### src/sfe_pkg.sv
package sfe_pkg;

  localparam int unsigned DEF_FRAME_SAMPLES = 80;
  localparam int unsigned DEF_MAX_FRAMES    = 16;

  localparam int unsigned GAIN_SHIFT = 7;
  localparam int unsigned SAMPLE_W   = 32;
  localparam int unsigned GAIN_W     = 16;
  localparam int unsigned DELAY_W    = 5;
  localparam int unsigned APB_DATA_W = 32;
  localparam int unsigned APB_ADDR_W = 4;

  typedef enum logic [1:0] {
    REG_DELAY_FRAMES  = 2'd0,
    REG_FEEDBACK_GAIN = 2'd1,
    REG_OUTPUT_GAIN   = 2'd2
  } sfe_reg_e;

  typedef struct packed {
    logic [DELAY_W-1:0]       delay_frames;
    logic signed [GAIN_W-1:0] feedback_gain;
    logic signed [GAIN_W-1:0] output_gain;
    logic                     delay_wr;
  } sfe_cfg_t;

endpackage

### src/sfe_lane.sv
module sfe_lane import sfe_pkg::*; (
  input  logic                       clk_i,
  input  logic                       en_i,
  input  logic signed [SAMPLE_W-1:0] dly_i,
  input  logic signed [SAMPLE_W-1:0] smp_i,
  input  logic signed [GAIN_W-1:0]   fb_gain_i,
  input  logic signed [GAIN_W-1:0]   out_gain_i,
  output logic signed [SAMPLE_W-1:0] wr_o,
  output logic signed [SAMPLE_W-1:0] out_o
);

  localparam int unsigned ProdW = SAMPLE_W + GAIN_W;
  localparam int unsigned KeepW = SAMPLE_W - GAIN_SHIFT;

  logic signed [ProdW-1:0]    fb_prod;
  logic signed [ProdW-1:0]    out_prod;
  logic [KeepW-1:0]           fb_q;
  logic [KeepW-1:0]           out_q;
  logic signed [SAMPLE_W-1:0] smp_q;

  assign fb_prod  = dly_i * fb_gain_i;
  assign out_prod = dly_i * out_gain_i;

  // only the low word of the product counts, then the arithmetic shift
  always_ff @(posedge clk_i) begin
    if (en_i) begin
      fb_q  <= fb_prod[SAMPLE_W-1:GAIN_SHIFT];
      out_q <= out_prod[SAMPLE_W-1:GAIN_SHIFT];
      smp_q <= smp_i;
    end
  end

  assign wr_o  = smp_q + {{GAIN_SHIFT{fb_q[KeepW-1]}}, fb_q};
  assign out_o = {{GAIN_SHIFT{out_q[KeepW-1]}}, out_q};

endmodule

### config.mk
export PLATFORM = sky130hd
export DESIGN_NAME = sfe_lane
export DESIGN_NICKNAME = d
export VERILOG_FILES = /design/src/sfe_pkg.sv /design/src/sfe_lane.sv
export SDC_FILE = /design/constraint.sdc
export NUM_CORES = 2
export LEC_CHECK = 0
export BUFFER_PORTS_ARGS = -buffer_cell sky130_fd_sc_hd__buf_2
export CAP_MARGIN = 25
export CORE_UTILIZATION = 55
export CTS_CLUSTER_DIAMETER = 200
export DETAILED_ROUTE_END_ITERATION = 6
export GPL_TIMING_DRIVEN = 0
export PLACE_DENSITY = 0.72
export SYNTH_ARGS = -nofsm -noshare
export SYNTH_HDL_FRONTEND = slang
export SYNTH_SLANG_ARGS = --single-unit
### constraint.sdc
create_clock -name clk_i -period 20.7 [get_ports clk_i]
set_clock_uncertainty 0.2 [all_clocks]
set_input_delay 3.105 -clock clk_i [delete_from_list [all_inputs] [get_ports clk_i]]
set_output_delay 3.105 -clock clk_i [all_outputs]
set_load 0.03 [all_outputs]
Yosys cells after proc, flatten, opt, wreduce, memory -nomap -nowiden --
Cells that the tools add are included. W data, S select, Z words.
Storage, ports and cells: logic and storage cells 6, flip-flop bits (word level) 82, output and inout bits 64, memories kept 0, bits in latches 0, input bits 98, bits in writable memories 0, ROM bits 0
Operators by class: bitwise gates (word level) 0, magnitude comparators 0, eq/ne operators 0, muxes and demuxes 0, $mul 2, $add $sub $neg 1, reductions and logical operators 0, div/mod/pow operators 0, shift-type cells 0
Operators by type and width (number):
- $mul A32 B16 Y32 | 2
- $add A32 B32 Y32 | 1

Depth between registers and ports, before layout --
word-level depth 1, mapped depth 24, gate-level depth less buffers 22

Least setup slack after synthesis --
No wires, ideal clock.
kind input to register, start input fb_gain_i[1], end register fb_q[21], data pin, path buffers 2, setup slack 11116 ps, required time 20320 ps, cell stages on the path 22, data arrival time 9204 ps, library setup time 180 ps, cell sequence clkbuf_1 clkbuf_1 nand2_1 fa_1 fa_1 fa_1 inv_1 fa_1 fa_1 inv_1 fa_1 inv_1 ha_1 and3_1 a221o_1 a2111oi_2 nor2_1 a211o_1 a31oi_4 a21oi_2 or4_1 o311ai_1
On the way: longest elaborated chain between the ends 1
Ends and longest elaborated chain:
- start, declared | RTL line sfe_lane.sv:6 | input logic signed [GAIN_W-1:0] fb_gain_i,
- $mul A32 B16 Y32 | RTL line sfe_lane.sv:21 | assign fb_prod = dly_i * fb_gain_i;
- via fb_prod[28] | RTL line sfe_lane.sv:15 | logic signed [ProdW-1:0] fb_prod;
- end signal, assigned | RTL line sfe_lane.sv:27 | fb_q <= fb_prod[SAMPLE_W-1:GAIN_SHIFT];
- end, declared | RTL line sfe_lane.sv:17 | logic [KeepW-1:0] fb_q;
The timed path passes the listed nets, and every way through them passes these cells. A chain may end at the register's enable or synchronous reset.

Worst setup path after layout --
start input fb_gain_i[3], end register fb_q[21], data pin
The elaborated chain is that of the path after synthesis.

==> flow_summary_export.csv <==
group,metric,value,unit
logic_synthesis,ys_ff_latch,82,
logic_synthesis,synthFlopType,"edfxtp_1",
timing,worst_pin_slew,1.092,ns
routing,route.met2.wl,36880,um
logic_synthesis,synth_commonest_cells,"inv_1 (783), fa_1 (607), nand2_1 (453), and2_1 (318), ha_1 (209)",
logic_synthesis,yosys.cell_types.count,54,
run_status,status,"complete, no violations",
clock_tree,htree_levels,3,
logic_synthesis,synth_edf_count,82,
job,cap_violations,0,
finish,drive_above_1_share,5.811,%
placement,portBuffers,155,
finish,fin_nets,4127,
global_routing,grt_first_pass_wirelength,124900,um
global_routing,grt_pass1_vias,22891,
timing,setup_tns,0,ns
setup_path,crit_type,"in -> reg",
routing,detail-route-antenna-nets,0,
logic_synthesis,synth.most_common_cell,"inv_1",
routing,met1Wirelength,30500,um
setup_path,critPathArrivalTime,10.47,ns
worst_hold_path,hold_class,"in -> reg",
logic_synthesis,synth_fp_nets,3960,
routing,wl_met3,7596,um
routing,via_per_inst,5.389,
setup_path,crit_fanout,10,
routing,routed_wl,79360,um
setup_path,critPathLaunchType,"primary input",
timing,slew_headroom,27.18,%
routing,vias,20937,
timing,rsz0062_at_grt,"no",
logic_synthesis,ys_seq_area_share,8.976,%
clock_tree,clock_path_buffers,2,
routing,drt_iter0_markers,1662,
floorplan,pin_count,162,
clock_tree,root_buffer,"clkbuf_16",
floorplan,num_rows,81,
global_routing,antenna_found_initial,6,
global_routing,grt_util_all_layers,33.27,%
timing,drv_slew,0,
global_routing,gr-total-overflow,0,
clock_tree,path_clk_slew,0.07,ns
logic_synthesis,synth_top_cell_area_share,44.29,%
logic_synthesis,syn_avg_cell_area,9.007,sq um
finish,area_growth,7.006,%
timing,final.period_utilization,50.54,%
timing,period_needed,10.46,ns
routing,route.top_layer_used,"met5",
logic_synthesis,syn_inst,3046,
floorplan,core-area,49050,sq um
clock_tree,cts_hold_buffers,0,
floorplan,chipHeight,225.3,um
finish,post-route-util,59.85,%
setup_path,cp-end-kind,"flip-flop",
floorplan,start_util,55.93,%
setup_path,worst_ep_required_time,20.71,ns
finish,fill_cells,4311,
logic_synthesis,ys_warn_count,0,
clock_tree,cts-buffers-inserted,9,
routing,avgRoutedWirePerCell,20.43,um
routing,first_pass_iters,6,
logic_synthesis,synth.largest_area_cell,"fa_1",
timing,setup_violations,0,
clock_tree,ctsResizeCount,0,
floorplan,die_area,50780,sq um
floorplan,die_w,225.3,um
clock_tree,post_cts_buffers,0,
logic_synthesis,synth.area.top_cells,"fa_1 (44%), inv_1 (11%), ha_1 (9.5%), edfxtp_1 (9.0%), and2_1 (7.3%)",
logic_synthesis,synth_async_sr_flop_share,0,%
clock_tree,cts_tree,"done",
routing,drt_drc_violations_left,0,
timing,fmax,95.59,MHz
placement,dp_hpwl,65170,um
clock_tree,numClockSinks,82,
logic_synthesis,netlist_area,27430,sq um
placement,gp_congestion,1.016,
global_routing,grt_max_degree,56,
timing,hold_violations,0,
## final timing paths
check | from | end | slack, ns | cells after the start
min | smp_i[1] | smp_q[1] | 2.68 | 1
max | fb_gain_i[3] | fb_q[21] | 10.24 | 23
## sequential cells by signal, indices dropped and copies added (netlist names)
register / cells
smp_q: 32
fb_q: 25
out_q: 25
## area by class of cell
cell class / count / area, sq um / share of cell area, %
sequential: 82 / 2462 / 8.388
inverter: 783 / 2939 / 10.01
antenna: 3 / 7.507 / 0.02557
buffer: 148 / 581.8 / 1.982
tap: 664 / 830.8 / 2.830
clock inverter: 6 / 48.80 / 0.1662
timing repair buffer: 156 / 805.8 / 2.745
clock buffer: 10 / 229.0 / 0.7800
multi-input combinational: 2033 / 21450 / 73.07
## cell families after synthesis
logic type	count (synthesis)	synth area share, %
AOI/OAI and AO/OA	168	4.055
buffers and inverters	931	12.83
DFF	82	8.976
adders and majority gates	816	53.83
and+or+nand+nor	921	16.22
xor gates and xnor gates	128	4.086
## critical path: stages
cell       delay, ns
buf_2           0.15
clkbuf_1        0.73
clkbuf_1        0.67
nand2_1         0.15
fa_1            0.50
fa_1            0.47
fa_1            0.46
fa_1            0.49
inv_1           0.06
fa_1            0.53
inv_1           0.05
fa_1            0.35
inv_1           0.07
ha_1            0.28
and3_1          0.23
a221o_1         0.39
a2111oi_2       0.37
nor2_1          0.08
a211o_1         0.36
a31oi_4         0.31
a21oi_2         0.12
or4_1           0.42
o311ai_1        0.10
## stage by stage
step	setup slack [ns]	area [sq um]	hold WS [ns]	cells
2_1_floorplan	11.12	27430	3.004	3046
3_3_place_gp	10.00	29040	3.083	3865
3_5_place_dp	9.915	29070	3.083	3866
4_1_cts	10.33	29350	2.659	3882
5_1_grt	9.959	29350	2.668	3882
6_report	10.24	29360	2.679	3885
## cell usage in the layout, fill, tap and decap left out, drive strengths merged, types with 3 or more instances in the layout
master | netlist | routed
nand4 | 8 | 8
nor3 | 15 | 15
nor2b | 14 | 14
a31o | 3 | 3
o21bai | 8 | 8
o311ai | 4 | 4
a31oi | 7 | 7
a211oi | 3 | 3
buf | 8 | 164
nand2b | 23 | 23
nand2 | 453 | 453
diode | 0 | 3
nand3 | 9 | 9
o21a | 11 | 11
fa | 607 | 607
a21o | 26 | 26
clkbuf | 140 | 150
xnor2 | 96 | 96
a211o | 4 | 4
and2 | 318 | 318
o211ai | 4 | 4
and3 | 6 | 6
o21ai | 28 | 28
inv | 783 | 786
edfxtp | 82 | 82
ha | 209 | 209
nor2 | 65 | 65
xor2 | 32 | 32
a21oi | 55 | 55
## metal layers
layer / global-route usage (%) / up-vias
met3: 6.480 / 264
met2: 54.57 / 1006
met5: 0 / -
met4: 16.22 / 4
li1: - / 9172
met1: 42.28 / 10491
Power is left out: the tool's default activity adds up to more than one toggle a clock period on the data nets, which glitch-free logic cannot reach.
