$ cat src/sfe_pkg.sv
package sfe_pkg;

  localparam int unsigned DEF_FRAME_SAMPLES = 80;
  localparam int unsigned DEF_MAX_FRAMES    = 16;

  localparam int unsigned GAIN_SHIFT = 7;
  localparam int unsigned SAMPLE_W   = 32;
  localparam int unsigned GAIN_W     = 16;
  localparam int unsigned DELAY_W    = 5;
  localparam int unsigned APB_DATA_W = 32;
  localparam int unsigned APB_ADDR_W = 4;

  typedef enum logic [1:0] {
    REG_DELAY_FRAMES  = 2'd0,
    REG_FEEDBACK_GAIN = 2'd1,
    REG_OUTPUT_GAIN   = 2'd2
  } sfe_reg_e;

  typedef struct packed {
    logic [DELAY_W-1:0]       delay_frames;
    logic signed [GAIN_W-1:0] feedback_gain;
    logic signed [GAIN_W-1:0] output_gain;
    logic                     delay_wr;
  } sfe_cfg_t;

endpackage

$ cat src/sfe_cfg.sv
module sfe_cfg import sfe_pkg::*; (
  input  logic                  clk_i,
  input  logic                  rst_ni,
  input  logic                  psel,
  input  logic                  penable,
  input  logic                  pwrite,
  input  logic [APB_ADDR_W-1:0] paddr,
  input  logic [APB_DATA_W-1:0] pwdata,
  output logic [APB_DATA_W-1:0] prdata,
  output logic                  pready,
  output sfe_cfg_t              cfg_o
);

  logic [DELAY_W-1:0]       delay_q;
  logic signed [GAIN_W-1:0] fb_gain_q;
  logic signed [GAIN_W-1:0] out_gain_q;
  logic                     delay_wr_q;
  logic                     wr_en;
  sfe_reg_e                 reg_sel;

  assign reg_sel = sfe_reg_e'(paddr[APB_ADDR_W-1:2]);
  assign wr_en   = psel && penable && pwrite;
  assign pready  = 1'b1;

  always_ff @(posedge clk_i or negedge rst_ni) begin
    if (!rst_ni) begin
      delay_q    <= DELAY_W'(1);
      fb_gain_q  <= '0;
      out_gain_q <= '0;
      delay_wr_q <= 1'b0;
    end else begin
      delay_wr_q <= 1'b0;
      if (wr_en) begin
        case (reg_sel)
          REG_DELAY_FRAMES: begin
            delay_q    <= pwdata[DELAY_W-1:0];
            delay_wr_q <= 1'b1;
          end
          REG_FEEDBACK_GAIN: fb_gain_q <= pwdata[GAIN_W-1:0];
          REG_OUTPUT_GAIN:   out_gain_q <= pwdata[GAIN_W-1:0];
          default: ;
        endcase
      end
    end
  end

  always_comb begin
    case (reg_sel)
      REG_DELAY_FRAMES:  prdata = APB_DATA_W'(delay_q);
      REG_FEEDBACK_GAIN: prdata = {{(APB_DATA_W-GAIN_W){fb_gain_q[GAIN_W-1]}}, fb_gain_q};
      REG_OUTPUT_GAIN:   prdata = {{(APB_DATA_W-GAIN_W){out_gain_q[GAIN_W-1]}}, out_gain_q};
      default:           prdata = '0;
    endcase
  end

  assign cfg_o.delay_frames  = delay_q;
  assign cfg_o.feedback_gain = fb_gain_q;
  assign cfg_o.output_gain   = out_gain_q;
  assign cfg_o.delay_wr      = delay_wr_q;

endmodule

$ cat config.mk
export PLATFORM = sky130hd
export DESIGN_NAME = sfe_cfg
export DESIGN_NICKNAME = d
export VERILOG_FILES = /design/src/sfe_pkg.sv /design/src/sfe_cfg.sv
export SDC_FILE = /design/constraint.sdc
export NUM_CORES = 1
export LEC_CHECK = 0
export ABC_CLOCK_PERIOD_IN_PS = 1850
export BUFFER_PORTS_ARGS = -buffer_cell sky130_fd_sc_hd__buf_4
export CAP_MARGIN = 25
export CORE_UTILIZATION = 35
export CTS_BUF_LIST = sky130_fd_sc_hd__clkbuf_16
export DETAILED_ROUTE_END_ITERATION = 16
export PLACE_DENSITY = 0.73
export REMOVE_ABC_BUFFERS = 1
export SLEW_MARGIN = 20
export SYNTH_ARGS = -nofsm -noshare
export SYNTH_HDL_FRONTEND = slang
export SYNTH_SLANG_ARGS = --single-unit
$ cat constraint.sdc
create_clock -name clk_i -period 1.85 [get_ports clk_i]
set_input_delay 0.37 -clock clk_i [delete_from_list [all_inputs] [get_ports clk_i]]
set_output_delay 0.37 -clock clk_i [all_outputs]
set_load 0.01 [all_outputs]
# Word-level counts from Yosys, hierarchy flattened
# Index checks and enable logic that the tools add are counted.
# totals
ff_bits,38
input_bits,41
out_inout_bits,71
wordCells,15
# classes
eq_ne,2
mux,3
reduce_logical,6
# op_table
operator,count
one-hot mux 32 bit (3 select lines),1
AND reduction 2 bit,3
== test 2 x 1 -> 1 bit (second input constant),1
== test 2 bit (second input constant),1
logical AND 1 bit,2
logical NOT 2 bit,1
2-to-1 mux 1 bit,2

# Logic depth before layout (Yosys ltp)
# Gate-level depths: netlist of the first run.
# logic_depth
word_depth,3
depth_mapped,6
ltp_nobuf,3

# Worst setup path after synthesis of the first run
# OpenSTA, ideal clock, no wires.
# synth_timing
path_type,input to output
startpoint,in paddr[2]
endpoint,out prdata[16]
arrival_ns,1.635
required_ns,1.480
path_slack_ns,-0.155
path_stages,5
n_path_buf,3
cell_sequence,buf_6 > nor2b_1 > clkbuf_1 > a22o_1 > buf_4
# synth_via
elab_chain_cells,2
word_cells_on_any_way,4
classes_between,2 x eq/ne; 1 x mux; 1 x reduce/logical
# synth_lines
element,line,source
from (decl),sfe_cfg.sv:7,"input logic [APB_ADDR_W-1:0] paddr,"
== test 2 bit (tied with other cells),sfe_cfg.sv:48,case (reg_sel)
one-hot mux 32 bit (3 select lines) *,sfe_cfg.sv:48,
to (decl),sfe_cfg.sv:9,"output logic [APB_DATA_W-1:0] prdata,"
# Every way passes the cells marked *; elsewhere a longest branch is shown, timed or not.

# Worst setup path after layout of the first run
# layout_timing
startpoint,in paddr[3]
endpoint,out prdata[9]
# The elaborated chain is that of the path after synthesis.

==> results.json, run 1 <==
{
  "wl_per_cell_microns": 14.3,
  "ctsHoldBuffers": 0,
  "antenna_found_initial": 0,
  "ys.flop_type": "dfrtp_1",
  "min_period_over_period": 0.868,
  "yosys-top-cells-area": "dfrtp_1 (50%), mux2_2 (16%), mux2_4 (8.1%)",
  "dieArea_sq_mm": 0.00560,
  "hold_path.class": "primary input to asynchronous set/reset pin",
  "row_count": 26,
  "ios": 112,
  "fin_nets": 256,
  "finalMaxSlewViolations": 0,
  "total_power_w": 0.00293,
  "power.switching_w": 0.000832,
  "synthArstFlopShare": 1.00,
  "die_y_microns": 74.9,
  "cts_resized": 0,
  "synth_common_cells": "dfrtp_1 (37), mux2_2 (27), buf_4 (19), a22o_1 (11), mux2_4 (10)",
  "crit_end": "prdata[9]",
  "p_int_w": 0.00210,
  "antenna_cells": 0,
  "synth_cell_types": 20,
  "dp_hpwl_mm": 2.96,
  "first_iter_violations": 69,
  "yosysSeqAreaShare": 0.512,
  "die_width_microns": 74.9,
  "ant_nets": 0,
  "start_util": 0.364,
  "grt_pass1_wl_mm": 6.08,
  "swShare": 0.283,
  "root_buffer": "clkbuf_16",
  "grt_max_degree": 39,
  "fillCellCount": 442,
  "drt-vias-per-instance": 4.60,
  "clkLatencyLatePin_ns": 0.27,
  "max_stage_delay_ns": 0.20,
  "p_clk_frac": 0.265,
  "regToRegSetupSlack_ns": 1.06,
  "avgSynthCellArea_sq_um": 13.9,
  "cts_buffers": 5,
  "grt_pass1_vias": 1164,
  "max_cap_violations": 0,
  "finalWeightedCongestion": 0.691,
  "setup_slack_ns": 0.245,
  "final.min_clock_period_ns": 1.61,
  "p_comb_frac": 0.333,
  "cts_tree": "done",
  "p_leak_nw": 1.35,
  "synthCells": 134,
  "gr-total-overflow": 0,
  "status": "finished clean",
  "htreeDepth": 2,
  "groute.usage.overall": 0.151,
  "clockBufferDepth": 2,
  "hold_violations": 0,
  "worstPathRequired_ns": 1.48,
  "ys_ff_latch": 38,
  "start_kind": "primary input",
  "timing.rr.end": "out_gain_q[12]",
  "io_buffers": 92,
  "vias": 1316,
  "path_common_cell": "buf_4",
  "p_per_area_mw_per_mm2": 1120,
  "worst_path_max_delay_cell": "buf_4",
  "fin_util": 0.515,
  "crit_family": "buffers and inverters",
  "cp.depth": 5,
  "final-setup-viol-count": 0,
  "skew_ns": 0,
  "pwr-share-seq": 0.401,
  "drt-total-wl_mm": 4.10,
  "layout-drive-gt1-share": 0.681,
  "clock_sinks": 38,
  "fmax_mhz": 623,
  "crit_chain": "buf_4, and2b_1, buf_4, a22o_1, buf_4",
  "startpoint": "paddr[3]",
  "synth-edff-count": 0,
  "reg2regPathDepth": 1,
  "synth_top_area_frac": 0.498,
  "postCtsSetupBuffers": 0,
  "yosysTopAreaCell": "dfrtp_1",
  "dr.pass1.iters": 2,
  "drc": 0,
  "critical_path_buf_inv_count": 3,
  "critical_path_class": "primary input to primary output",
  "clk_pin_slew_worst_paths_ns": 0.05,
  "cp_max_fo": 15,
  "rsz0062_at_grt": "false",
  "cp-end-kind": "primary output",
  "r2r_start": "out_gain_q[12]",
  "dp_slack_ns": 0.100,
  "area_growth_pct": 41.6,
  "yosysMostFrequentCell": "dfrtp_1",
  "core_sq_mm": 0.00511,
  "synthesis.area_sq_mm": 0.00186,
  "ir_worst_vdd_uv": 403,
  "yosysWarnings": 0,
  "cp.arrival_ns": 1.24
}
==> worst min-delay path by stage <==
| stage | slack, ns | from | cells after the start | end |
|---|---|---|---|---|
| 3_3_place_gp | 0.36 | rst_ni | 1 | fb_gain_q[0] |
| 4_1_cts | 0.08 | rst_ni | 1 | fb_gain_q[8] |
| 5_1_grt | 0.1 | rst_ni | 1 | out_gain_q[15] |
| 3_5_place_dp | 0.37 | rst_ni | 1 | fb_gain_q[0] |
| 6_report | 0.06 | rst_ni | 1 | out_gain_q[6] |
| 2_1_floorplan | 0.07 | rst_ni | 0 | delay_q[1] |
==> flip-flops by register name, summed over array words and instances (netlist names) <==
name        cells
fb_gain_q      16
out_gain_q     16
delay_q         5
delay_wr_q      1
==> cell usage in the layout (no fill, tap or decap), types with 2 or more instances in the layout <==
cell type,count
buf_4,100
dfrtp_1,37
mux2_2,27
a22o_1,10
mux2_4,10
mux2i_1,5
nand2_1,5
o21ai_0,5
clkbuf_16,5
inv_1,2
==> cell type report <==
type                            instances  area, sq um  share of cell area
Sequential cell                        38          952               0.362
Tap cell                               70         87.6              0.0333
Clock buffer                            5          125              0.0476
Clock inverter                          3         11.3             0.00428
Multi-Input combinational cell         70          704               0.268
Timing Repair Buffer                  100          751               0.285
==> kinds of logic (layout without fill, tap and decap cells) <==
group                  Yosys count  after routing  synth area share
AO/OA/AOI/OAI                   16             16            0.0653
multiplexers                    42             42             0.271
buffers and inverters           26            108             0.109
other                            1              1           0.00202
flip-flops                      38             38             0.512
AND/OR/NAND/NOR                 11             11            0.0397
==> power groups by stage <==
stage               combinational, W  sequential (W)  clock, W
floorplan                   0.000340         0.00126         0
global placement            0.000974         0.00119         0
detailed placement          0.000987         0.00119         0
CTS                         0.000990         0.00118  0.000806
global route                 0.00107         0.00121  0.000849
finish                      0.000978         0.00118  0.000779
==> layer usage <==
layer / track usage / routed length [microns] / part of all wire
met1: 0.209 / 1880 / 0.46
met2: 0.227 / 1920 / 0.47
met3: 0.0495 / 263 / 0.064
met4: 0.0440 / 42 / 0.010
met5: 0 / 0 / 0
==> through the flow <==
stage | area, sq um | hold WS, ns | std cells | TNS, ns
after global placement | 2490 | 0.363 | 278 | 0
after global routing | 2630 | 0.0982 | 286 | 0
after detailed placement | 2490 | 0.371 | 278 | 0
final | 2630 | 0.0647 | 286 | 0
after floorplan | 1660 | 0.0744 | 108 | -10.82
after CTS | 2630 | 0.0754 | 286 | 0
Power figures use the tool's default switching activity.
==> inputs of run 2 (changes only) <==
--- a/config.mk
+++ b/config.mk
@@ -7,3 +7,3 @@
 export LEC_CHECK = 0
-export ABC_CLOCK_PERIOD_IN_PS = 1850
+export ABC_CLOCK_PERIOD_IN_PS = 1900
 export BUFFER_PORTS_ARGS = -buffer_cell sky130_fd_sc_hd__buf_4
@@ -13,3 +13,3 @@
 export DETAILED_ROUTE_END_ITERATION = 16
-export PLACE_DENSITY = 0.73
+export PLACE_DENSITY = 0.7
 export REMOVE_ABC_BUFFERS = 1
==> constraint.sdc (replaced) <==
create_clock -name clk_i -period 1.9 [get_ports clk_i]
set_input_delay 0 -clock clk_i [delete_from_list [all_inputs] [get_ports clk_i]]
set_output_delay 0 -clock clk_i [all_outputs]
set_load 0.01 [all_outputs]
==> run 2 against run 1 <==
Clock skew did not move. Setup slack improved by 0.33 ns. First-iteration DRC count fell by 41%. Flip-flop and latch count did not move. Sequential share of layout area fell by 2.0 points. Register-to-register slack improved by 0.05 ns. Core utilization rose by 3.1 points. Die area did not move. Critical path type is now register to primary output. Critical endpoint is now prdata[18]. Largest cell class unchanged. Largest power group unchanged.
==> results.json, run 2 (same netlist as run 1, synthesis figures left out) <==
{
  "wl_met1_mm": 2.05,
  "start_kind": "register",
  "die_width_microns": 74.9,
  "min_from": "paddr[3]",
  "layout_commonest_cell": "buf_4",
  "ir_worst_vdd_uv": 450,
  "vias": 1379,
  "cp_max_fo": 17,
  "dr.max_layer_used": "met4",
  "row_count": 26,
  "hold_violations": 0,
  "core_sq_mm": 0.00511,
  "first_iter_violations": 41,
  "dp_hpwl_mm": 2.97,
  "max_cap_violations": 0,
  "ant_nets": 0,
  "relSlewSlack": 0.652,
  "setup_slack_ns": 0.576,
  "timing.rr.end": "fb_gain_q[7]",
  "regToRegSetupSlack_ns": 1.11,
  "ios": 112,
  "largestRegisters": "fb_gain_q x16, out_gain_q x16, delay_q x5",
  "layout-drive-gt1-share": 0.632,
  "p_per_area_mw_per_mm2": 1040,
  "final.min_clock_period_ns": 1.32,
  "wl_per_cell_microns": 14.8,
  "root_buffer": "clkbuf_16",
  "whs_path_depth": 2,
  "dp_slack_ns": 0.635,
  "cts_tree": "done",
  "tightestPinTransition_ns": 0.519,
  "io_buffers": 92,
  "die_y_microns": 74.9,
  "cts_resized": 0,
  "dr.pass1.iters": 3,
  "grt_pass1_wl_mm": 6.58,
  "grt_max_degree": 39,
  "worstPathRequired_ns": 1.90,
  "rsz0062_at_grt": "false",
  "dr_wl_met3_microns": 240,
  "gr-total-overflow": 0,
  "drc": 0,
  "finalWeightedCongestion": 0.670,
  "skew_ns": 0,
  "cts_buffers": 5,
  "finalMaxSlewViolations": 0,
  "status": "finished clean",
  "fin_nets": 271,
  "reg2regPathDepth": 1,
  "tns_ns": 0,
  "dieArea_sq_mm": 0.00560,
  "min_period_over_period": 0.697,
  "cp.arrival_ns": 1.32,
  "clock_sinks": 38,
  "total_power_w": 0.00290,
  "critical_path_class": "register to primary output",
  "p_leak_nw": 1.41,
  "antenna_cells": 0,
  "wl_met2_mm": 2.12,
  "whs_endpoint": "delay_wr_q",
  "antenna_found_initial": 0,
  "fmax_mhz": 755,
  "clk_pin_slew_worst_paths_ns": 0.05,
  "groute.usage.overall": 0.161,
  "start_util": 0.364,
  "area_growth_pct": 50.0,
  "final-setup-viol-count": 0,
  "htreeDepth": 2,
  "fillCellCount": 453,
  "grt_pass1_vias": 1347,
  "hold_path.class": "primary input to register",
  "drt-vias-per-instance": 4.58,
  "r2r_start": "fb_gain_q[7]",
  "drt-total-wl_mm": 4.46,
  "cp-end-kind": "primary output",
  "clkLatencyLatePin_ns": 0.27,
  "layout_common_cells": "buf_4 (98), dfrtp_1 (37), mux2_2 (27), dlygate4sd3_1 (17), a22o_1 (11)",
  "clockBufferDepth": 2
}
## run 2: changes by cell type in the layout (fill, tap and decap cells not counted), sizes merged
cell	change
buf	-2
dlygate4sd3	+17
inv	-1
clkinv	+1
## run 2: power breakdown
| part | total (W) | switching (W) | internal, W | leakage [nW] |
|---|---|---|---|---|
| Combinational | 0.000982 | 0.000384 | 0.000598 | 0.870 |
| Sequential | 0.00115 | 0.000148 | 0.00100 | 0.466 |
| Clock | 0.000770 | 0.000295 | 0.000475 | 0.0748 |
## run 2: worst max path at each step
stage               cells after the start  slack, ns            to           from
finish                                  2       0.58    prdata[18]  fb_gain_q[15]
detailed placement                      5       0.63  fb_gain_q[7]         pwrite
floorplan                               2       0.15    prdata[15]       paddr[2]
global route                            2       0.44    prdata[25]  fb_gain_q[15]
CTS                                     2       0.55    prdata[16]  fb_gain_q[15]
global placement                        5       0.65  fb_gain_q[5]         pwrite
## run 2: critical path: stages (launching register included)
cell and delay (ns):
dfrtp_1 0.37, a22o_1 0.46, buf_4 0.22
## run 2: layout make-up
cell class | count | area, sq um | area share
Sequential cell | 38 | 952 | 0.342
Timing Repair Buffer | 115 | 906 | 0.325
Multi-Input combinational cell | 70 | 703 | 0.252
Clock buffer | 5 | 125 | 0.0449
Tap cell | 70 | 87.6 | 0.0314
Clock inverter | 3 | 13.8 | 0.00494
## run 2: layer usage
layer	global-route usage	vias up
li1	-	643
met1	0.201	673
met2	0.266	57
met3	0.0469	6
met4	0.0545	0
met5	0	-
## run 2: through the flow
stage / cells / hold WS [ns] / instance area [sq um] / utilization
2_1_floorplan: 108 / -0.296 / 1660 / -
3_3_place_gp: 276 / -0.00626 / 2480 / 0.485
3_5_place_dp: 276 / -0.00135 / 2480 / 0.485
4_1_cts: 301 / 0.0359 / 2790 / 0.546
5_1_grt: 301 / 0.0472 / 2790 / 0.546
6_report: 301 / 0.0392 / 2790 / 0.546
## run 2: repair_timing
item / in CTS / in global routing
buffers inserted: 0 / 0
hold buffers: 17 / 0
endpoints found under the hold margin: 74 / 0
