<file path="src/sfe_pkg.sv">
package sfe_pkg;

  localparam int unsigned DEF_FRAME_SAMPLES = 80;
  localparam int unsigned DEF_MAX_FRAMES    = 16;

  localparam int unsigned GAIN_SHIFT = 7;
  localparam int unsigned SAMPLE_W   = 32;
  localparam int unsigned GAIN_W     = 16;
  localparam int unsigned DELAY_W    = 5;
  localparam int unsigned APB_DATA_W = 32;
  localparam int unsigned APB_ADDR_W = 4;

  typedef enum logic [1:0] {
    REG_DELAY_FRAMES  = 2'd0,
    REG_FEEDBACK_GAIN = 2'd1,
    REG_OUTPUT_GAIN   = 2'd2
  } sfe_reg_e;

  typedef struct packed {
    logic [DELAY_W-1:0]       delay_frames;
    logic signed [GAIN_W-1:0] feedback_gain;
    logic signed [GAIN_W-1:0] output_gain;
    logic                     delay_wr;
  } sfe_cfg_t;

endpackage

</file>
<file path="src/sfe_seq.sv">
module sfe_seq import sfe_pkg::*; #(
  parameter int unsigned FRAME_SAMPLES = DEF_FRAME_SAMPLES,
  parameter int unsigned MAX_FRAMES    = DEF_MAX_FRAMES,
  parameter int unsigned ADDR_W        = $clog2(DEF_FRAME_SAMPLES * DEF_MAX_FRAMES)
) (
  input  logic               clk_i,
  input  logic               rst_ni,
  input  logic [DELAY_W-1:0] delay_frames_i,
  input  logic               delay_wr_i,
  input  logic               step_i,
  output logic [ADDR_W-1:0]  pos_o,
  output logic               busy_o
);

  localparam int unsigned SmpW = FRAME_SAMPLES > 1 ? $clog2(FRAME_SAMPLES) : 1;
  localparam int unsigned FrmW = MAX_FRAMES > 1 ? $clog2(MAX_FRAMES) : 1;
  localparam int unsigned EffW = $clog2(MAX_FRAMES + 1);
  localparam int unsigned CmpW = EffW > DELAY_W ? EffW : DELAY_W;

  logic [SmpW-1:0]   smp_q, smp_d;
  logic [FrmW-1:0]   frm_q, frm_d;
  logic [FrmW-1:0]   nxt_q, nxt_d;
  logic [ADDR_W-1:0] base_q, base_d;
  logic [EffW-1:0]   mod_q, mod_d;
  logic              busy_q, busy_d;
  logic [CmpW-1:0]   dly_ext;
  logic [CmpW-1:0]   eff_ext;
  logic [EffW-1:0]   eff;
  logic              last_smp;

  // zero acts as one frame, large values clamp to the ring size
  assign dly_ext = CmpW'(delay_frames_i);
  assign eff_ext = (dly_ext == '0) ? CmpW'(1) :
                   (dly_ext > CmpW'(MAX_FRAMES)) ? CmpW'(MAX_FRAMES) : dly_ext;
  assign eff      = eff_ext[EffW-1:0];
  assign last_smp = (smp_q == SmpW'(FRAME_SAMPLES - 1));

  always_comb begin
    smp_d  = smp_q;
    frm_d  = frm_q;
    nxt_d  = nxt_q;
    base_d = base_q;
    mod_d  = mod_q;
    busy_d = busy_q;
    if (delay_wr_i) begin
      // new length: recompute the frame that follows the current one
      busy_d = 1'b1;
      mod_d  = EffW'(frm_q) + EffW'(1);
    end else if (busy_q) begin
      if (mod_q >= eff) begin
        mod_d = mod_q - eff;
      end else begin
        nxt_d  = mod_q[FrmW-1:0];
        busy_d = 1'b0;
      end
    end else if (step_i) begin
      if (last_smp) begin
        smp_d  = '0;
        frm_d  = nxt_q;
        base_d = ADDR_W'(nxt_q * FRAME_SAMPLES);
        nxt_d  = ((EffW'(nxt_q) + EffW'(1)) == eff) ? '0 : nxt_q + 1'b1;
      end else begin
        smp_d = smp_q + 1'b1;
      end
    end
  end

  always_ff @(posedge clk_i or negedge rst_ni) begin
    if (!rst_ni) begin
      smp_q  <= '0;
      frm_q  <= '0;
      nxt_q  <= '0;
      base_q <= '0;
      mod_q  <= '0;
      busy_q <= 1'b0;
    end else begin
      smp_q  <= smp_d;
      frm_q  <= frm_d;
      nxt_q  <= nxt_d;
      base_q <= base_d;
      mod_q  <= mod_d;
      busy_q <= busy_d;
    end
  end

  assign pos_o  = base_q + ADDR_W'(smp_q);
  assign busy_o = busy_q || delay_wr_i;

endmodule

</file>
<file path="config.mk">
export PLATFORM = sky130hd
export DESIGN_NAME = sfe_seq
export DESIGN_NICKNAME = d
export VERILOG_FILES = /design/src/sfe_pkg.sv /design/src/sfe_seq.sv
export SDC_FILE = /design/constraint.sdc
export NUM_CORES = 1
export LEC_CHECK = 0
export BUFFER_PORTS_ARGS = -buffer_cell sky130_fd_sc_hd__buf_2
export CAP_MARGIN = 20
export CORE_AREA = 5 5 66 83
export CTS_BUF_LIST = sky130_fd_sc_hd__clkbuf_8
export DETAILED_ROUTE_END_ITERATION = 7
export DIE_AREA = 0 0 71 88
export HOLD_SLACK_MARGIN = 0.03
export PLACE_DENSITY = 0.57
export RECOVER_POWER = 50
export SKIP_LAST_GASP = 1
export SLEW_MARGIN = 0
export SYNTH_ARGS = -nofsm -noshare
export SYNTH_HDL_FRONTEND = slang
export SYNTH_SLANG_ARGS = --single-unit
</file>
<file path="constraint.sdc">
create_clock -name clk_i -period 6 [get_ports clk_i]
set_clock_uncertainty 0.15 [all_clocks]
set_input_delay 1.5 -clock clk_i [delete_from_list [all_inputs] [get_ports clk_i]]
set_output_delay 1.5 -clock clk_i [all_outputs]
set_load 0.03 [all_outputs]
</file>
# Word level (Yosys, flattened, before mapping)
# Cells that the tools add are included.
[totals]
register_bits = 28
output_inout_bits = 12
ram_bits = 0
latchBits = 0
input_bits = 9
mem_count = 0
mem_bits_ro = 0
word_cells = 44
[op_classes]
n_eq_ne = 3
magnitude_cmp = 2
n_reduce_logical = 10
addsub = 6
bitwise_logic = 2
n_mul = 1
n_div = 0
n_mux = 14
n_shift = 0
[op_table]
columns = ["operator", "n"]
rows = [
  ["2-to-1 mux 5 bit", 5],
  ["2-to-1 mux 4 bit", 5],
  ["adder 11 x 7 -> 11 bit", 1],
  ["adder 4 x 1 -> 5 bit (second input constant)", 2],
  ["AND reduction 4 bit", 2],
  ["nonzero test 2 bit", 4],
  ["adder 7 x 1 -> 7 bit (second input constant)", 1],
  ["equality test 7 bit (second input constant)", 1],
  ["multiplier 4 x 3 -> 7 bit (second input constant)", 1],
  ["2-to-1 mux 7 bit", 1],
  ["equality test 5 bit", 1],
  ["greater-or-equal comparator 5 bit", 1],
  ["> comparator 5 bit (second input constant)", 1],
  ["logical NOT 5 bit", 1],
  ["subtractor 5 bit", 1],
  ["adder 4 x 1 -> 4 bit (second input constant)", 1],
  ["2-to-1 mux 1 bit", 3],
  ["AND reduction 3 bit", 1],
  ["inequality test 2 bit (second input constant)", 1],
  ["NOT 1 bit", 2],
  ["AND reduction 2 bit", 1],
  ["logical OR 1 bit", 1],
]

# Longest topological paths before layout
# Gate-level depths: netlist (run 1).
[logic_depth]
word_depth = 8
mapped_depth = 11
depth_no_buf = 11

# Worst setup path after synthesis (run 1)
# Ideal clock, no wire load.
[synth_timing]
path_kind = "input -> output"
startpoint = "in delay_wr_i"
endpoint = "out busy_o"
arrival_time_ns = 2.127
stages = 2
required_time_ns = 4.350
slack_ns = 2.223
path_buffers = 1
path_cell_list = "clkbuf_1 or2_2"
[synth_via]
elab_chain_cells = 1
[synth_rtl]
columns = ["item", "line", "rtl"]
rows = [
  ["start: declaration", "sfe_seq.sv:9", "input logic delay_wr_i,"],
  ["logical OR 1 bit", "sfe_seq.sv:87", "assign busy_o = busy_q || delay_wr_i;"],
  ["end: declaration", "sfe_seq.sv:12", "output logic busy_o"],
]
# No other way between the ends.

# Final worst setup path (run 1)
# Same ends and word-level chain as after synthesis.

==> run_results.csv, run 1 <==
group,metric,value,unit
run_status,status,"complete, no violations",
logic_synthesis,yosysTopAreaCellShare,0.347,
worst_setup_path,worst_path_largest_cell_delay,0.45,ns
logic_synthesis,ys_warn_count,0,
worst_setup_path,crit_family,"buffers and inverters",
sta,tns,0,ns
logic_synthesis,avgSynthCellArea,9.87,µm²
clock_tree,cts_tree,"done",
grt,antenna_found_initial,0,
clock_tree,cts_resized,0,
worst_setup_path,cp.required,4.35,ns
final_layout,insertedDiodeCount,0,
floorplan,die_area,6250,µm²
grt,grt_pass1_wl,6310,µm
power_and_ir_drop,power_leakage,0.000972,µW
clock_tree,cts_root_buffer,"clkbuf_8",
final_layout,fill_cells,480,
floorplan,die_h,88,µm
logic_synthesis,synth-seq-area-share,0.347,
floorplan,core,4620,µm²
floorplan,start_util,0.406,
routing,drc_errors,0,
final_layout,final_cell_mix,"dfrtp_1, nand2_1, buf_2",
worst_hold_path,worstHoldPathType,"flop to flop",
final_layout,final_core_util,0.439,
clock_tree,cts_buffer_depth,2,
logic_synthesis,syn_nets,218,
sta,whs,0.363,ns
power_and_ir_drop,ir_drop,0.163,mV
grt,grt_pass1_vias,1380,
grt,grtUsageTotal,0.126,
worst_setup_path,critPathLaunchType,"primary input",
floorplan,fp-row-count,28,
worst_setup_path,crit_buf_inv,2,
logic_synthesis,synth-seq-cells,26,
clock_tree,clock_latency,0.27,ns
routing,drt-initial-drc-count,43,
sta,setup_slack,2.00,ns
routing,viasPerCell,5.12,
worst_setup_path,path_max_fanout,12,
routing,drtAntennaViolNets,0,
floorplan,io_pins,21,
clock_tree,htreeDepth,1,
logic_synthesis,synthDistinctLibCells,42,
sta,tightest_slew,1.42,ns
placed_design,port_buffers,20,
clock_tree,post_cts_buffers,0,
sta,drv_slew,0,
sta,hold_viol,0,
floorplan,die_w,71,µm
worst_setup_path,cp_cell_sequence,"clkbuf_1, or2_2, buf_2",
logic_synthesis,synth_area_leaders,"dfrtp_1, ha_1, mux2_2",
clock_tree,clock-sinks,26,
logic_synthesis,synth_cells,190,
worst_setup_path,arrival,2.35,ns
routing,routed_wl,3510,µm
placed_design,dp_hpwl,2770,µm
grt,grt_max_degree,27,
placed_design,place.gp.congestion,0.841,
grt,grt-ovfl-total,0,
worst_setup_path,cp-end-kind,"output pin",
routing,vias,1363,
sta,fin_crit,4.00,ns
final_layout,layout-drive-gt1-share,0.180,
worst_setup_path,r2r_slack,3.76,ns
clock_tree,clkTransAtPathRegs,0.09,ns
worst_setup_path,crit_type,"primary input to output pin",
sta,setup_viol,0,
logic_synthesis,syn-cell-area,1880,µm²
final_layout,area_growth,8.27,%
placed_design,pre_cts_ws,2.16,ns
sta,fmax,250,MHz
final_layout,nNetsFinal,235,
clock_tree,cts_buffers,3,
routing,wl_per_cell,13.2,µm
worst_setup_path,slowest_stage,"clkbuf_1",
power_and_ir_drop,powerDensity,389,nW/µm²
routing,firstDrtPassIters,3,
sta,fin_crit_sh,0.666,
sta,slew_headroom,0.0516,
job,cap_viol_max_count,0,
logic_synthesis,synth_area_leader_cell,"dfrtp_1",
sta,grt_setup_unrepaired,"no",
final_layout,layout_commonest_cell,"dfrtp_1",
clock_tree,cts-hold-fix-buffers,0,
power breakdown:
part	switching [µW]	internal [µW]
clock	54.8	58.7
combinational	215	171
sequential	70.0	220
worst reg2reg max path, stage by stage, from the launching register on:
cell,delay [ns]
dfrtp_1,0.50
nor3b_1,0.56
and2_0,0.38
nand2_2,0.23
mux2_2,0.32
Yosys cell counts:
master and n:
dfrtp_1 26, nand2_1 21, ha_1 16, inv_1 14, o21ai_0 14, xnor2_1 11
mux2_2 9, nor2_1 7, xor2_1 7, a21oi_1 6, a31oi_1 5, buf_4 5
mux2i_1 4, nand3_1 4, a21o_1 3, fa_1 3, nor3_1 3, o211ai_1 3
and3_1 2, nand2b_1 2, nand4_1 2, nor2b_1 2, nor3b_4 2, a211oi_4 1
a21bo_2 1, a21oi_2 1, a22o_1 1, and2_4 1, and4_1 1, buf_2 1
buf_6 1, clkbuf_1 1, inv_2 1, nand2_2 1, nand3b_1 1, nor4_1 1
o2111ai_1 1, o311ai_0 1, o31ai_1 1, o32ai_1 1, or2_2 1, xnor3_1 1
logic make-up (layout without fill, tap and decap cells):
| group | after synthesis | after routing | synth area share |
|---|---|---|---|
| and+or+nand+nor | 51 | 51 | 0.145 |
| DFF | 26 | 26 | 0.347 |
| adders and majority gates | 19 | 19 | 0.139 |
| xor gates and xnor gates | 19 | 19 | 0.0961 |
| AOI/OAI and AO/OA | 39 | 39 | 0.137 |
| muxes | 13 | 13 | 0.0754 |
| buffers and inverters | 23 | 39 | 0.0607 |
layout make-up:
type                       count  area (µm²)  area share
tap                           60        75.1      0.0370
clock buffer                   4        55.1      0.0271
multi-input combinational    141        1100       0.540
sequential                    26         651       0.320
inverter                      15        56.3      0.0277
timing repair buffer          20        96.3      0.0474
metrics by stage:
stage	power (µW)	instance area, µm²	instances
floorplan	607	1880	190
global placement	681	1990	262
detailed placement	685	1990	262
CTS	806	2050	266
global route	870	2030	266
finish	789	2030	266
registers in the layout, summed over array words and instances, names as in the netlist:
register / count
frm_q: 4
busy_q: 1
mod_q: 5
base_q: 5
smp_q: 7
nxt_q: 4
per-layer routing:
metal | global-route usage | up-vias | wire length [µm]
li1 | - | 695 | -
met1 | 0.149 | 643 | 1580
met2 | 0.232 | 20 | 1770
met3 | 0.00918 | 5 | 94
met4 | 0.0615 | 0 | 66
met5 | 0 | - | 0
worst paths after layout:
kind	start	end	cells after the start
max	delay_wr_i	busy_o	3
min	smp_q[2]	smp_q[2]	1
max reg2reg	busy_q	base_q[6]	4
min reg2reg	smp_q[2]	smp_q[2]	1
max in group asynchronous	rst_ni	base_q[10]	1
min in group asynchronous	rst_ni	smp_q[5]	1
(Power assumes the default switching activity.)
==> run 2: changes to the inputs <==
Clock period 6 ns to 3.69 ns, I/O delays scaled along.
==> run 2 against run 1 <==
  * Die area did not move
  * Critical path depth up 4
  * Sequential share of layout area shrank 0.27 points
  * Highest routed layer unchanged
==> run_results.csv, run 2 (synthesized netlist as in run 1, its figures left out) <==
group,metric,value,unit
run_status,status,"complete, no violations",
routing,drc_errors,0,
final_layout,nNetsFinal,235,
power_and_ir_drop,powerDensity,652,nW/µm²
placed_design,pre_cts_ws,0.477,ns
final_layout,top_register,"smp_q",
final_layout,layout_commonest_cell,"dfrtp_1",
clock_tree,post_cts_buffers,0,
power_and_ir_drop,p_int,782,µW
routing,routed_wl,3540,µm
sta,fin_crit,3.18,ns
floorplan,die_w,71,µm
floorplan,start_util,0.406,
clock_tree,cts_tree,"done",
worst_setup_path,crit_family,"adder cells",
worst_setup_path,crit_type,"flop to output pin",
worst_setup_path,cp-end-kind,"output pin",
floorplan,fp-row-count,28,
final_layout,insertedDiodeCount,0,
worst_setup_path,worst_path_largest_cell_delay,0.50,ns
routing,drtAntennaViolNets,0,
clock_tree,cts-hold-fix-buffers,0,
final_layout,area_growth,9.21,%
worst_setup_path,critPathLaunchType,"flop",
final_layout,final_cell_mix,"dfrtp_1, nand2_1, buf_2",
worst_setup_path,crit_buf_inv,2,
placed_design,dp_hpwl,2810,µm
routing,vias,1386,
clock_tree,cts_resized,0,
power_and_ir_drop,ir_drop,0.323,mV
final_layout,largest_reg_flops,7,
grt,antenna_found_initial,0,
clock_tree,clock-sinks,26,
final_layout,layout-drive-gt1-share,0.184,
clock_tree,cts_buffers,3,
clock_tree,cts_root_buffer,"clkbuf_8",
job,cap_viol_max_count,0,
worst_hold_path,holdPathStages,2,
sta,grt_setup_unrepaired,"no",
power_and_ir_drop,pwr-share-seq,0.352,
grt,grtUsageTotal,0.129,
grt,grt_pass1_vias,1503,
routing,drt-initial-drc-count,31,
worst_hold_path,worstHoldPathType,"flop to flop",
clock_tree,clkTransAtPathRegs,0.09,ns
worst_setup_path,cp.required,2.62,ns
sta,setup_viol,0,
worst_setup_path,r2r_slack,1.40,ns
floorplan,io_pins,21,
placed_design,port_buffers,20,
sta,tns,0,ns
sta,hold_viol,0,
worst_setup_path,path_max_fanout,6,
worst_setup_path,timing.critical_path.depth,7,
placed_design,place.gp.congestion,0.809,
sta,fin_crit_sh,0.863,
worst_setup_path,r2r_cells,4,
sta,fmax,314,MHz
sta,tightest_slew,1.41,ns
clock_tree,clock_latency,0.27,ns
power_and_ir_drop,swShare,0.415,
sta,slew_headroom,0.0586,
power_and_ir_drop,power_leakage,0.000982,µW
routing,viasPerCell,5.21,
grt,grt_pass1_wl,6470,µm
grt,grt-ovfl-total,0,
clock_tree,cts_buffer_depth,2,
floorplan,die_area,6250,µm²
power_and_ir_drop,p_switching,555,µW
final_layout,reg.largest.list,"smp_q x7, base_q x5, mod_q x5",
worst_setup_path,arrival,2.11,ns
worst_setup_path,slowest_stage,"dfrtp_1",
power_and_ir_drop,power_frac_clock,0.177,
routing,wl_per_cell,13.3,µm
worst_setup_path,cp_cell_sequence,"ha_1, inv_1, fa_1, nor2b_1, o2111ai_1, xnor2_1, buf_2",
clock_tree,htreeDepth,1,
grt,grt_max_degree,27,
sta,drv_slew,0,
routing,firstDrtPassIters,4,
floorplan,core,4620,µm²
floorplan,die_h,88,µm
sta,setup_slack,0.507,ns
power_and_ir_drop,pwr-share-comb,0.471,
run 2: worst paths after layout:
path	start	endpoint
max reg2reg	busy_q	base_q[6]
max	smp_q[4]	pos_o[10]
min in group asynchronous	rst_ni	smp_q[2]
max in group asynchronous	rst_ni	base_q[10]
min	base_q[10]	base_q[10]
min reg2reg	base_q[10]	base_q[10]
run 2: metrics by stage:
step,util,hold WS [ns],power (µW),cell area [µm²],cells
2_1_floorplan,-,0.318,987,1880,190
3_3_place_gp,0.431,0.340,1110,1990,262
3_5_place_dp,0.431,0.345,1110,1990,262
4_1_cts,0.446,0.366,1360,2060,266
5_1_grt,0.443,0.385,1470,2050,266
6_report,0.443,0.364,1340,2050,266
run 2: tightest hold or removal path: cells and delay by family (launching register included):
| kind | cells | cell delay, ns |
|---|---|---|
| AOI/OAI and AO/OA | 1 | 0.06 |
| DFF | 1 | 0.37 |
| and+or+nand+nor | 1 | 0.05 |
run 2: cell type report:
class / count / area (µm²)
Inverter: 15 / 56.3
Tap cell: 60 / 75.1
Timing Repair Buffer: 20 / 97.6
Fill cell: 485 / 2580
Sequential cell: 26 / 651
Clock buffer: 3 / 41.3
Multi-Input combinational cell: 141 / 1100
Clock inverter: 1 / 30.0
run 2: routing by layer:
metal / global-route usage / vias up / part of all wire
li1: - / 688 / -
met5: 0 / - / 0
met2: 0.239 / 27 / 0.52
met4: 0.0650 / 0 / 0.018
met3: 0.00804 / 6 / 0.033
met1: 0.149 / 665 / 0.43
run 2: power groups by stage:
stage	combinational, µW	clock, µW	sequential, µW
floorplan	559	0	428
global route	728	253	489
finish	629	237	471
global placement	632	0	482
detailed placement	631	0	482
CTS	639	244	477
==> run 3: changes to the inputs <==
Settings changed: CORE_AREA 5 5 66 83 to 5 5 56 70, DIE_AREA 0 0 71 88 to 0 0 61 75, GPL_TIMING_DRIVEN from default to 0, PLACE_DENSITY 0.57 to 0.79, RECOVER_POWER 50 to default.
==> run 3 against run 2 <==
  * Die area shrank 27%
  * Global-route usage grew 6.6 points
  * Combinational power grew 13%
  * Largest power group unchanged
==> run_results.csv, run 3 (synthesized netlist as in run 1, its figures left out) <==
group,metric,value,unit
run_status,status,"complete, no violations",
job,cap_viol_max_count,0,
sta,tightest_slew,0.556,ns
power_and_ir_drop,power_frac_clock,0.136,
clock_tree,cts_resized,0,
clock_tree,cts_buffer_depth,2,
final_layout,area_growth,10.7,%
placed_design,place.gp.congestion,0.891,
power_and_ir_drop,pwr-share-seq,0.337,
grt,antenna_found_initial,0,
placed_design,port_buffers,20,
worst_setup_path,cp.required,2.62,ns
routing,drc_errors,0,
power_and_ir_drop,p_int,768,µW
sta,fin_crit_sh,0.871,
routing,routed_wl,3820,µm
final_layout,layout_commonest_cell,"dfrtp_1",
clock_tree,clkTransAtPathRegs,0.09,ns
worst_setup_path,critPathLaunchType,"flop",
final_layout,final_cells,251,
power_and_ir_drop,powerDensity,647,nW/µm²
power_and_ir_drop,swShare,0.428,
clock_tree,post_cts_buffers,0,
final_layout,nNetsFinal,243,
final_layout,final_core_util,0.656,
power_and_ir_drop,ir_drop,0.430,mV
sta,setup_slack,0.477,ns
sta,slew_headroom,0.629,
sta,grt_setup_unrepaired,"no",
worst_setup_path,crit_type,"flop to output pin",
worst_setup_path,cp-end-kind,"output pin",
worst_setup_path,r2r_slack,1.40,ns
floorplan,fp-row-count,23,
final_layout,final_cell_mix,"dfrtp_1, nand2_1, buf_2",
grt,grt_pass1_vias,1504,
final_layout,top_register,"smp_q",
floorplan,io_pins,21,
clock_tree,clock-sinks,26,
grt,grt_max_degree,27,
clock_tree,clock_latency,0.27,ns
grt,grt-ovfl-total,0,
sta,fin_crit,3.21,ns
sta,hold_viol,0,
placed_design,placed_cells,247,
grt,grtUsageTotal,0.195,
placed_design,dp_hpwl,3100,µm
routing,vias,1449,
final_layout,largest_reg_flops,7,
routing,drt-initial-drc-count,76,
clock_tree,cts-hold-fix-buffers,0,
floorplan,die_area,4580,µm²
routing,firstDrtPassIters,4,
floorplan,core,3170,µm²
final_layout,insertedDiodeCount,0,
grt,grt_pass1_wl,6690,µm
floorplan,die_h,75,µm
clock_tree,cts_root_buffer,"clkbuf_8",
worst_setup_path,arrival,2.14,ns
sta,drv_slew,0,
routing,viasPerCell,5.77,
routing,drtAntennaViolNets,0,
final_layout,reg.largest.list,"smp_q x7, base_q x5, mod_q x5",
sta,fmax,311,MHz
clock_tree,htreeDepth,1,
final_layout,layout-drive-gt1-share,0.229,
power_and_ir_drop,pwr-share-comb,0.527,
floorplan,die_w,61,µm
placed_design,pre_cts_ws,0.415,ns
power_and_ir_drop,p_switching,575,µW
clock_tree,cts_tree,"done",
sta,tns,0,ns
power_and_ir_drop,power_leakage,0.00102,µW
worst_setup_path,path_max_fanout,6,
sta,setup_viol,0,
routing,wl_per_cell,15.2,µm
floorplan,start_util,0.592,
final_layout,fill_cells,266,
worst_hold_path,worstHoldPathType,"flop to flop",
clock_tree,cts_buffers,3,
## run 3: power by group through the flow
stage | registers, µW | logic [µW] | clock network [µW]
final | 452 | 708 | 183
after global routing | 464 | 798 | 194
after CTS | 452 | 714 | 186
after detailed placement | 458 | 703 | 0
after global placement | 453 | 663 | 0
after floorplan | 428 | 559 | 0
## run 3: routing by layer
layer | wire length, µm | share of wire | vias up | global-route usage
met3 | 84 | 0.022 | 8 | 0.0103
met2 | 2160 | 0.56 | 34 | 0.377
met4 | 84 | 0.022 | 0 | 0.0795
met1 | 1500 | 0.39 | 700 | 0.216
met5 | 0 | 0 | - | 0
li1 | - | - | 707 | -
## run 3: final cells by class
cell class                 instances  area [µm²]  area share
buffer                             8        57.6      0.0277
clock buffer                       4        55.1      0.0265
inverter                          15        56.3      0.0271
multi-input combinational        141        1110       0.535
sequential                        26         651       0.313
tap                               37        46.3      0.0223
timing repair buffer              20         100      0.0482
## run 3: worst paths after layout
kind                       startpoint        to  depth (start not counted)
setup reg to reg             mod_q[0]  mod_q[4]                          9
setup / recovery             smp_q[4]  pos_o[8]                          7
hold / removal               smp_q[2]  smp_q[2]                          1
hold reg to reg              smp_q[2]  smp_q[2]                          1
max in group asynchronous      rst_ni  nxt_q[2]                          1
min in group asynchronous      rst_ni  smp_q[5]                          1
## run 3: through the flow
stage	cell area, µm²	hold WS [ns]	total power (µW)
after floorplan	1880	0.318	987
after global placement	2020	0.334	1120
after detailed placement	2020	0.354	1160
after CTS	2080	0.369	1350
after global routing	2080	0.394	1460
final	2080	0.367	1340
## run 3: critical path, cell delays in order (launching register included)
cell and delay (ns):
dfrtp_1 0.49, ha_1 0.22, inv_1 0.06, fa_1 0.40, nor2b_1 0.18, o21ai_0 0.14
xnor2_1 0.16, buf_2 0.22
